`src/rtl/im2col_sag_pkg.sv`:
```
package im2col_sag_pkg;

  // Field widths fixed by the interface.
  localparam int unsigned IMAGE_W   = 8;
  localparam int unsigned POS_W     = 12;
  localparam int unsigned CHAN_W    = 10;
  localparam int unsigned KER_W     = 6;
  localparam int unsigned COUNT_W   = 11;
  localparam int unsigned DIM_W     = 13;
  localparam int unsigned STEP_W    = 5;
  localparam int unsigned OFFSET_W  = 17;
  localparam int unsigned INDEX_W   = 42;

  // Configuration port shape.
  localparam int unsigned CFG_IDX_W  = 3;
  localparam int unsigned CFG_DATA_W = 17;

  // Internal datapath widths.
  localparam int unsigned SPAN_W  = POS_W + STEP_W;        // out_y * stride
  localparam int unsigned COORD_W = SPAN_W + 2;            // signed source row or column
  localparam int unsigned PLANE_W = IMAGE_W + COUNT_W;     // image * channel_count + channel
  localparam int unsigned ROWS_W  = PLANE_W + DIM_W;       // plane * in_height + row
  localparam int unsigned FULL_W  = ROWS_W + DIM_W;        // full product before wrapping

  // Register indexes on the configuration port.
  localparam logic [CFG_IDX_W-1:0] REG_CHANNEL_COUNT = 3'd0;
  localparam logic [CFG_IDX_W-1:0] REG_IN_HEIGHT     = 3'd1;
  localparam logic [CFG_IDX_W-1:0] REG_IN_WIDTH      = 3'd2;
  localparam logic [CFG_IDX_W-1:0] REG_STRIDE_ROWS   = 3'd3;
  localparam logic [CFG_IDX_W-1:0] REG_STRIDE_COLS   = 3'd4;
  localparam logic [CFG_IDX_W-1:0] REG_OFFSET_ROWS   = 3'd5;
  localparam logic [CFG_IDX_W-1:0] REG_OFFSET_COLS   = 3'd6;

  typedef struct packed {
    logic [IMAGE_W-1:0] image;
    logic [POS_W-1:0]   out_y;
    logic [POS_W-1:0]   out_x;
    logic [CHAN_W-1:0]  channel;
    logic [KER_W-1:0]   ky;
    logic [KER_W-1:0]   kx;
  } in_word_t;

  typedef struct packed {
    logic [INDEX_W-1:0] source_index;
    logic               is_pad;
  } out_word_t;

  typedef struct packed {
    logic [COUNT_W-1:0]         channel_count;
    logic [DIM_W-1:0]           in_height;
    logic [DIM_W-1:0]           in_width;
    logic [STEP_W-1:0]          stride_rows;
    logic [STEP_W-1:0]          stride_cols;
    logic signed [OFFSET_W-1:0] offset_rows;
    logic signed [OFFSET_W-1:0] offset_cols;
  } cfg_regs_t;

endpackage

```
`src/rtl/im2col_sag_cfg.sv`:
```
module im2col_sag_cfg (
  input  logic                                     clk,
  input  logic                                     rst_n,
  input  logic                                     cfg_we,
  input  logic [im2col_sag_pkg::CFG_IDX_W-1:0]     cfg_index,
  input  logic [im2col_sag_pkg::CFG_DATA_W-1:0]    cfg_data,
  output im2col_sag_pkg::cfg_regs_t                regs_o
);

  im2col_sag_pkg::cfg_regs_t regs_r;
  im2col_sag_pkg::cfg_regs_t regs_nxt;

  // Decode a write onto the addressed register; unknown indexes are dropped.
  always_comb begin
    regs_nxt = regs_r;
    if (cfg_we) begin
      unique case (cfg_index)
        im2col_sag_pkg::REG_CHANNEL_COUNT:
          regs_nxt.channel_count = cfg_data[im2col_sag_pkg::COUNT_W-1:0];
        im2col_sag_pkg::REG_IN_HEIGHT:
          regs_nxt.in_height = cfg_data[im2col_sag_pkg::DIM_W-1:0];
        im2col_sag_pkg::REG_IN_WIDTH:
          regs_nxt.in_width = cfg_data[im2col_sag_pkg::DIM_W-1:0];
        im2col_sag_pkg::REG_STRIDE_ROWS:
          regs_nxt.stride_rows = cfg_data[im2col_sag_pkg::STEP_W-1:0];
        im2col_sag_pkg::REG_STRIDE_COLS:
          regs_nxt.stride_cols = cfg_data[im2col_sag_pkg::STEP_W-1:0];
        im2col_sag_pkg::REG_OFFSET_ROWS:
          regs_nxt.offset_rows = $signed(cfg_data[im2col_sag_pkg::OFFSET_W-1:0]);
        im2col_sag_pkg::REG_OFFSET_COLS:
          regs_nxt.offset_cols = $signed(cfg_data[im2col_sag_pkg::OFFSET_W-1:0]);
        default: begin
        end
      endcase
    end
  end

  // Register file with its reset values.
  always_ff @(posedge clk) begin
    if (!rst_n) begin
      regs_r.channel_count <= im2col_sag_pkg::COUNT_W'(1);
      regs_r.in_height     <= im2col_sag_pkg::DIM_W'(1);
      regs_r.in_width      <= im2col_sag_pkg::DIM_W'(1);
      regs_r.stride_rows   <= im2col_sag_pkg::STEP_W'(1);
      regs_r.stride_cols   <= im2col_sag_pkg::STEP_W'(1);
      regs_r.offset_rows   <= '0;
      regs_r.offset_cols   <= '0;
    end else begin
      regs_r <= regs_nxt;
    end
  end

  assign regs_o = regs_r;

endmodule

```
`src/rtl/im2col_source_address_gen_top.sv`:
```
// im2col source address generator. Each input word names one patch element
// (image, output row and column, channel, kernel row and column) and yields one
// output word: the flat NCHW index of the input element to read, or a pad flag
// with index zero when the source position falls outside the input plane. The
// datapath is a six-stage pipeline (stride products, source coordinates and
// plane base, bounds check and height product, row add, width product, column
// add), so one word is accepted every cycle while the output side does not
// stall. A stall holds each stage that holds a word and lets empty stages
// fill first. Configuration registers are read straight into the
// pipeline and must only be written while no word is in flight.
module im2col_source_address_gen_top (
  input  logic                                  clk,
  input  logic                                  rst_n,
  input  logic                                  in_valid,
  output logic                                  in_stall,
  input  im2col_sag_pkg::in_word_t              in_data,
  output logic                                  out_valid,
  input  logic                                  out_stall,
  output im2col_sag_pkg::out_word_t             out_data,
  input  logic                                  cfg_we,
  input  logic [im2col_sag_pkg::CFG_IDX_W-1:0]  cfg_index,
  input  logic [im2col_sag_pkg::CFG_DATA_W-1:0] cfg_data
);

  localparam int unsigned SPAN_W  = im2col_sag_pkg::SPAN_W;
  localparam int unsigned COORD_W = im2col_sag_pkg::COORD_W;
  localparam int unsigned PLANE_W = im2col_sag_pkg::PLANE_W;
  localparam int unsigned ROWS_W  = im2col_sag_pkg::ROWS_W;
  localparam int unsigned FULL_W  = im2col_sag_pkg::FULL_W;
  localparam int unsigned DIM_W   = im2col_sag_pkg::DIM_W;
  localparam int unsigned INDEX_W = im2col_sag_pkg::INDEX_W;
  localparam int unsigned CHAN_W  = im2col_sag_pkg::CHAN_W;
  localparam int unsigned KER_W   = im2col_sag_pkg::KER_W;
  localparam int unsigned OFFSET_W = im2col_sag_pkg::OFFSET_W;

  im2col_sag_pkg::cfg_regs_t regs;

  im2col_sag_cfg u_cfg (
    .clk       (clk),
    .rst_n     (rst_n),
    .cfg_we    (cfg_we),
    .cfg_index (cfg_index),
    .cfg_data  (cfg_data),
    .regs_o    (regs)
  );

  // Stage valids and advance enables; a stage moves when it is empty or the
  // stage after it moves.
  logic v1_r, v2_r, v3_r, v4_r, v5_r, out_valid_r;
  logic en1, en2, en3, en4, en5, en6;

  always_comb begin
    en6 = !out_valid_r || !out_stall;
    en5 = !v5_r || en6;
    en4 = !v4_r || en5;
    en3 = !v3_r || en4;
    en2 = !v2_r || en3;
    en1 = !v1_r || en2;
  end

  assign in_stall  = !en1;
  assign out_valid = out_valid_r;

  always_ff @(posedge clk) begin
    if (!rst_n) begin
      v1_r        <= 1'b0;
      v2_r        <= 1'b0;
      v3_r        <= 1'b0;
      v4_r        <= 1'b0;
      v5_r        <= 1'b0;
      out_valid_r <= 1'b0;
    end else begin
      if (en1) v1_r <= in_valid;
      if (en2) v2_r <= v1_r;
      if (en3) v3_r <= v2_r;
      if (en4) v4_r <= v3_r;
      if (en5) v5_r <= v4_r;
      if (en6) out_valid_r <= v5_r;
    end
  end

  // Stage 1: stride products and image plane product.
  logic [SPAN_W-1:0]  span_y_r, span_y_nxt, span_x_r, span_x_nxt;
  logic [PLANE_W-1:0] img_r, img_nxt;
  logic [CHAN_W-1:0]  chan1_r;
  logic [KER_W-1:0]   ky1_r, kx1_r;

  always_comb begin
    span_y_nxt = SPAN_W'(in_data.out_y * regs.stride_rows);
    span_x_nxt = SPAN_W'(in_data.out_x * regs.stride_cols);
    img_nxt    = PLANE_W'(in_data.image * regs.channel_count);
  end

  always_ff @(posedge clk) begin
    if (en1) begin
      span_y_r <= span_y_nxt;
      span_x_r <= span_x_nxt;
      img_r    <= img_nxt;
      chan1_r  <= in_data.channel;
      ky1_r    <= in_data.ky;
      kx1_r    <= in_data.kx;
    end
  end

  // Stage 2: signed source coordinates and channel plane number.
  logic signed [COORD_W-1:0] row_r, row_nxt, col_r, col_nxt;
  logic [PLANE_W-1:0]        plane_r, plane_nxt;

  always_comb begin
    row_nxt = $signed({2'b00, span_y_r}) + $signed({{(COORD_W-KER_W){1'b0}}, ky1_r})
            + $signed({{(COORD_W-OFFSET_W){regs.offset_rows[OFFSET_W-1]}},
                       regs.offset_rows});
    col_nxt = $signed({2'b00, span_x_r}) + $signed({{(COORD_W-KER_W){1'b0}}, kx1_r})
            + $signed({{(COORD_W-OFFSET_W){regs.offset_cols[OFFSET_W-1]}},
                       regs.offset_cols});
    plane_nxt = img_r + {{(PLANE_W-CHAN_W){1'b0}}, chan1_r};
  end

  always_ff @(posedge clk) begin
    if (en2) begin
      row_r   <= row_nxt;
      col_r   <= col_nxt;
      plane_r <= plane_nxt;
    end
  end

  // Stage 3: bounds check and height product.
  logic              inside3_r, inside3_nxt;
  logic [ROWS_W-1:0] base3_r, base3_nxt;
  logic [DIM_W-1:0]  row3_r, col3_r;

  always_comb begin
    inside3_nxt = !row_r[COORD_W-1]
               && (row_r[COORD_W-2:0] < {{(COORD_W-1-DIM_W){1'b0}}, regs.in_height})
               && !col_r[COORD_W-1]
               && (col_r[COORD_W-2:0] < {{(COORD_W-1-DIM_W){1'b0}}, regs.in_width});
    base3_nxt = ROWS_W'(plane_r * regs.in_height);
  end

  always_ff @(posedge clk) begin
    if (en3) begin
      inside3_r <= inside3_nxt;
      base3_r   <= base3_nxt;
      row3_r    <= row_r[DIM_W-1:0];
      col3_r    <= col_r[DIM_W-1:0];
    end
  end

  // Stage 4: add the source row; inside the plane it is below in_height.
  logic              inside4_r;
  logic [ROWS_W-1:0] rows4_r, rows4_nxt;
  logic [DIM_W-1:0]  col4_r;

  assign rows4_nxt = base3_r + {{(ROWS_W-DIM_W){1'b0}}, row3_r};

  always_ff @(posedge clk) begin
    if (en4) begin
      inside4_r <= inside3_r;
      rows4_r   <= rows4_nxt;
      col4_r    <= col3_r;
    end
  end

  // Stage 5: width product, wrapped to the index width.
  logic               inside5_r;
  logic [FULL_W-1:0]  full5_nxt;
  logic [INDEX_W-1:0] lin5_r;
  logic [DIM_W-1:0]   col5_r;

  assign full5_nxt = rows4_r * regs.in_width;

  always_ff @(posedge clk) begin
    if (en5) begin
      inside5_r <= inside4_r;
      lin5_r    <= full5_nxt[INDEX_W-1:0];
      col5_r    <= col4_r;
    end
  end

  // Stage 6: add the source column and form the output word.
  im2col_sag_pkg::out_word_t out_r, out_nxt;

  always_comb begin
    if (inside5_r) begin
      out_nxt.source_index = lin5_r + {{(INDEX_W-DIM_W){1'b0}}, col5_r};
      out_nxt.is_pad       = 1'b0;
    end else begin
      out_nxt.source_index = '0;
      out_nxt.is_pad       = 1'b1;
    end
  end

  always_ff @(posedge clk) begin
    if (en6) begin
      out_r <= out_nxt;
    end
  end

  assign out_data = out_r;

endmodule

```
`config.mk`:
```
export PLATFORM = sky130hd
export DESIGN_NAME = im2col_source_address_gen_top
export DESIGN_NICKNAME = d
export VERILOG_FILES = /design/src/rtl/im2col_sag_pkg.sv /design/src/rtl/im2col_sag_cfg.sv /design/src/rtl/im2col_source_address_gen_top.sv
export SDC_FILE = /design/constraint.sdc
export NUM_CORES = 2
export LEC_CHECK = 0
export BUFFER_PORTS_ARGS = -buffer_cell sky130_fd_sc_hd__buf_2
export CAP_MARGIN = 5
export CORE_UTILIZATION = 30
export CTS_CLUSTER_DIAMETER = 30
export DETAILED_ROUTE_END_ITERATION = 8
export GPL_ROUTABILITY_DRIVEN = 0
export SYNTH_ARGS = -nofsm -noshare
export SYNTH_HDL_FRONTEND = slang
export SYNTH_SLANG_ARGS = --single-unit
```
`constraint.sdc`:
```
create_clock -name clk -period 5.49 [get_ports clk]
set_input_delay 1.098 -clock clk [delete_from_list [all_inputs] [get_ports clk]]
set_output_delay 1.098 -clock clk [all_outputs]
set_load 0.01 [all_outputs]
```
==> results.txt <==
The flow ran to the end, but the final reports show violations. The checks that failed: negative setup slack. The logs give 5 for the number of iterations in the first detailed-routing pass and 0 for the post-route DRC violation count.

Clock root buffer master: clkbuf_16. By count the netlist is led by inv_1 (797), nand2_1 (719), fa_1 (636), and2_1 (390), ha_1 (350). The number of clock buffers added by TritonCTS is 89. Wire segments on met3 add up to 5740 um in the final route. The first global-routing pass estimated 178000 um of wire. The number of global-route vias before repair is 33800, and the delay of the slowest critical-path stage is 620 ps. The total overflow left after global routing is 0.

The run gives 26.1 nW as the total leakage power. The ratio of cells with drive above 1 in the final layout was 0.174. The count of filler cells inserted in the layout is 14800, and the sequential share of power is 0.301. Port buffer count: 123.

Effective utilization at floorplan: 0.302. The tightest hold path in the finished design has a slack of 414 ps. In this run the remaining antenna-violating nets after routing total 0. The share of total power in combinational logic was 0.333; the standard-cell row count was 142. The routed wire length was 111000 um. The die covers 152000 um^2. At the later pin of the worst-skew pair, clock insertion delay measures 670 ps. For the clock skew after layout, the log shows 28.4 ps.

The async set-or-reset flop fraction in the synthesized netlist was 0. Sort of element at the end of the critical path: a flop. TritonCTS built the clock tree. In the final layout, flip-flops and latches occupy 11900 um^2. The width of the die is 390 um.

The worst path buffer plus inverter count came out at 4. For this design the total switching power over the nets is 5.00 mW. The detailed router placed 32400 vias in this run. The fraction of the cycle the final worst path needs is 1.03. The total number of nets in the final design was 6135.

The worst slew margin relative to its limit is 0.288, and the number of hold violations in the final report is 0. The tightest min-delay check is of the reg2reg type. The logs give -179 ps for the setup slack after layout and 0.371 for the final core utilization. In this run the vertical extent of the chip is 390 um. The number of synthesized flops with an enable pin came out at 336.

The estimated wirelength of the detail-placed design was 87500 um. Entering global routing, the biggest net connects 88 pins. Summing all multi-input logic gate instances after layout gives 30600 um^2.

After detailed routing, the number of vias per cell comes to 4.53. Power share of the clock group: 0.366. The core region is 150000 um^2. Clock-pin slew was measured on the worst setup and hold paths at 50 ps. From synthesis to final layout, the design area changed by 22.6%. The data required time at the worst endpoint was 5880 ps.

The primary flip-flop cell chosen by synthesis mapping is edfxtp_1. In the final routed layout, each cell accounts on average for 15.5 um. The slowest stage of the critical path belongs to the cell fa_1.

The tools report the number of pins exceeding their max-slew limit in the final report as 0. Averaged over all synthesized cells, the footprint is 9.81 um^2. The synthesis-stage register bit count was 423; the highest net fanout along the worst path was 8. Highest routing layer actually used: met5. The longest clock path from root to sink contains 3 buffers. I/O pin count: 124. Across the VDD grid, the largest voltage drop is 0.000239 V.

In this run the cell area of the synthesized design comes to 45300 um^2. The number of sinks handled by clock tree synthesis is 423, and the total of hold buffers inserted after clock tree synthesis is 0. By startpoint and endpoint, the worst setup path is classified as reg2reg. Critical path's top delay family: adder cells. The most common cell type on the critical path is fa_1. The number of nets handed over by synthesis was 5678. Sorting the synthesized cells by area gives the leading types as fa_1 (28%), edfxtp_1 (22%), ha_1 (9.7%). Power spread over the standard cell area amounts to 274 nW/um^2.

Static timing analysis puts the maximum clock frequency at 176 MHz. Fraction of synthesized cell area taken by the top area cell type: 0.281. For the initial antenna violation count, the log shows 8. Share of total power consumed by net switching: 0.329. Data arrives at the worst endpoint at 6060 ps. The number of warnings reported in the yosys synthesis log was 0. The run gives 4613 as the post-synthesis instance total.

The most common cell in the synthesized netlist is inv_1. Subtracting the final worst setup slack from the clock period gives 5670 ps. Total met2 wirelength after detailed routing: 51600 um. The count of routing violations after the opening detailed-route iteration was 1455. The clock tree synthesis step divided the H-tree into 3 levels. The number of setup violations in the final report was 11.

Startpoint type of the worst setup path: a flop. Sequential share of the synthesized area: 0.261. For the pin with the worst max-slew slack, the measured transition is 1070 ps. The netlist uses 67 different library cells.

The detailed-routing wirelength on met1 was 50800 um; the global router's overall resource usage was 0.146. The internal power of the cells totals 10.2 mW. Setup repair after global routing could not meet its margin everywhere.

Traced cell by cell, the critical path runs through buf_12, buf_12, buf_4, nand2_1, fa_1, fa_1, inv_1, fa_1, fa_1, fa_1, ha_1, a21o_1, nand2_1, nand2b_1, a21o_1, a21o_1, a211o_1, a31oi_1, o21bai_1, xor2_1. Across the run, the number of max-cap violations was 0. The biggest area contributor in the post-synthesis netlist is fa_1.
cell families after synthesis:
logic type,share of synthesized area
multiplexers,0.00221
AND/OR/NAND/NOR,0.159
buffers and inverters,0.0804
XOR/XNOR,0.0480
adder cells (fa/ha/maj),0.378
flip-flops,0.261
AO/OA/AOI/OAI,0.0707
sequential cells by signal, indices dropped and copies added (netlist names), 6 cells and up:
| signal | count |
|---|---|
| u_cfg.regs_o | 81 |
| out_data | 43 |
| lin5_r | 42 |
| base3_r | 32 |
| rows4_r | 32 |
| col_r | 19 |
| img_r | 19 |
| plane_r | 19 |
| row_r | 19 |
| span_x_r | 17 |
| span_y_r | 17 |
| col3_r | 13 |
| col4_r | 13 |
| col5_r | 13 |
| row3_r | 13 |
| chan1_r | 10 |
| kx1_r | 6 |
| ky1_r | 6 |
final timing paths:
kind / from / end / slack, ps / cells after the start
max: u_cfg.regs_o[50] / lin5_r[38] / -180 / 20
min: col3_r[2] / col4_r[2] / 410 / 0
max reg2reg: u_cfg.regs_o[50] / lin5_r[38] / -180 / 20
min reg2reg: col3_r[2] / col4_r[2] / 410 / 0
power groups by stage:
stage | clock (mW) | combinational (mW) | sequential (mW)
after detailed placement | 0 | 4.49 | 4.68
after CTS | 5.68 | 4.88 | 4.58
after global routing | 5.81 | 5.64 | 4.63
final | 5.56 | 5.06 | 4.58
after floorplan | 0 | 2.92 | 4.44
after global placement | 0 | 4.41 | 4.67
layout by cell type (no fill, tap or decap), types with 35 or more instances in the layout:
cell type and n:
inv_1 768, and2_1 372, xor2_1 76, nand2_1 709, a21boi_0 69, dfxtp_1 70
clkbuf_16 91, nor2b_1 38, buf_6 35, edfxtp_1 336, buf_4 339, nor2_1 140
a21oi_1 103, buf_2 125, xnor2_1 170, fa_1 621, nand3_1 49, a21o_1 79
nor3_1 52, ha_1 322
layout make-up:
| type | count | share of cell area |
|---|---|---|
| Clock buffer | 101 | 0.0426 |
| Antenna cell | 3 | 0.000135 |
| Tap cell | 2016 | 0.0454 |
| Multi-Input combinational cell | 3221 | 0.552 |
| Timing Repair Buffer | 538 | 0.0787 |
| Sequential cell | 423 | 0.214 |
| Clock inverter | 64 | 0.0136 |
| Inverter | 797 | 0.0539 |
timing repair:
item	in CTS	in global routing
setup buffers	65	27
pin swaps	78	89
cloned	3	0
gates resized for setup	121	123
setup endpoints to repair	29	26
per-stage QoR:
step | area, um^2 | total power [mW] | worst slack, ps | instances | setup TNS [ps]
4_1_cts | 54800 | 15.1 | -131 | 7132 | -656
5_1_grt | 55500 | 16.1 | -355 | 7162 | -4250
3_5_place_dp | 50600 | 9.18 | -471 | 6901 | -7490
3_3_place_gp | 50600 | 9.08 | -394 | 6901 | -6370
6_report | 55500 | 15.2 | -179 | 7163 | -1070
2_1_floorplan | 45300 | 7.36 | 4.70 | 4613 | 0
routing by layer:
metal | GRT usage | vias to the layer above
met3 | 0.0239 | 169
met5 | 0 | -
met2 | 0.241 | 743
met4 | 0.0431 | 8
met1 | 0.196 | 16000
li1 | - | 15500
(Power assumes the default switching activity.)
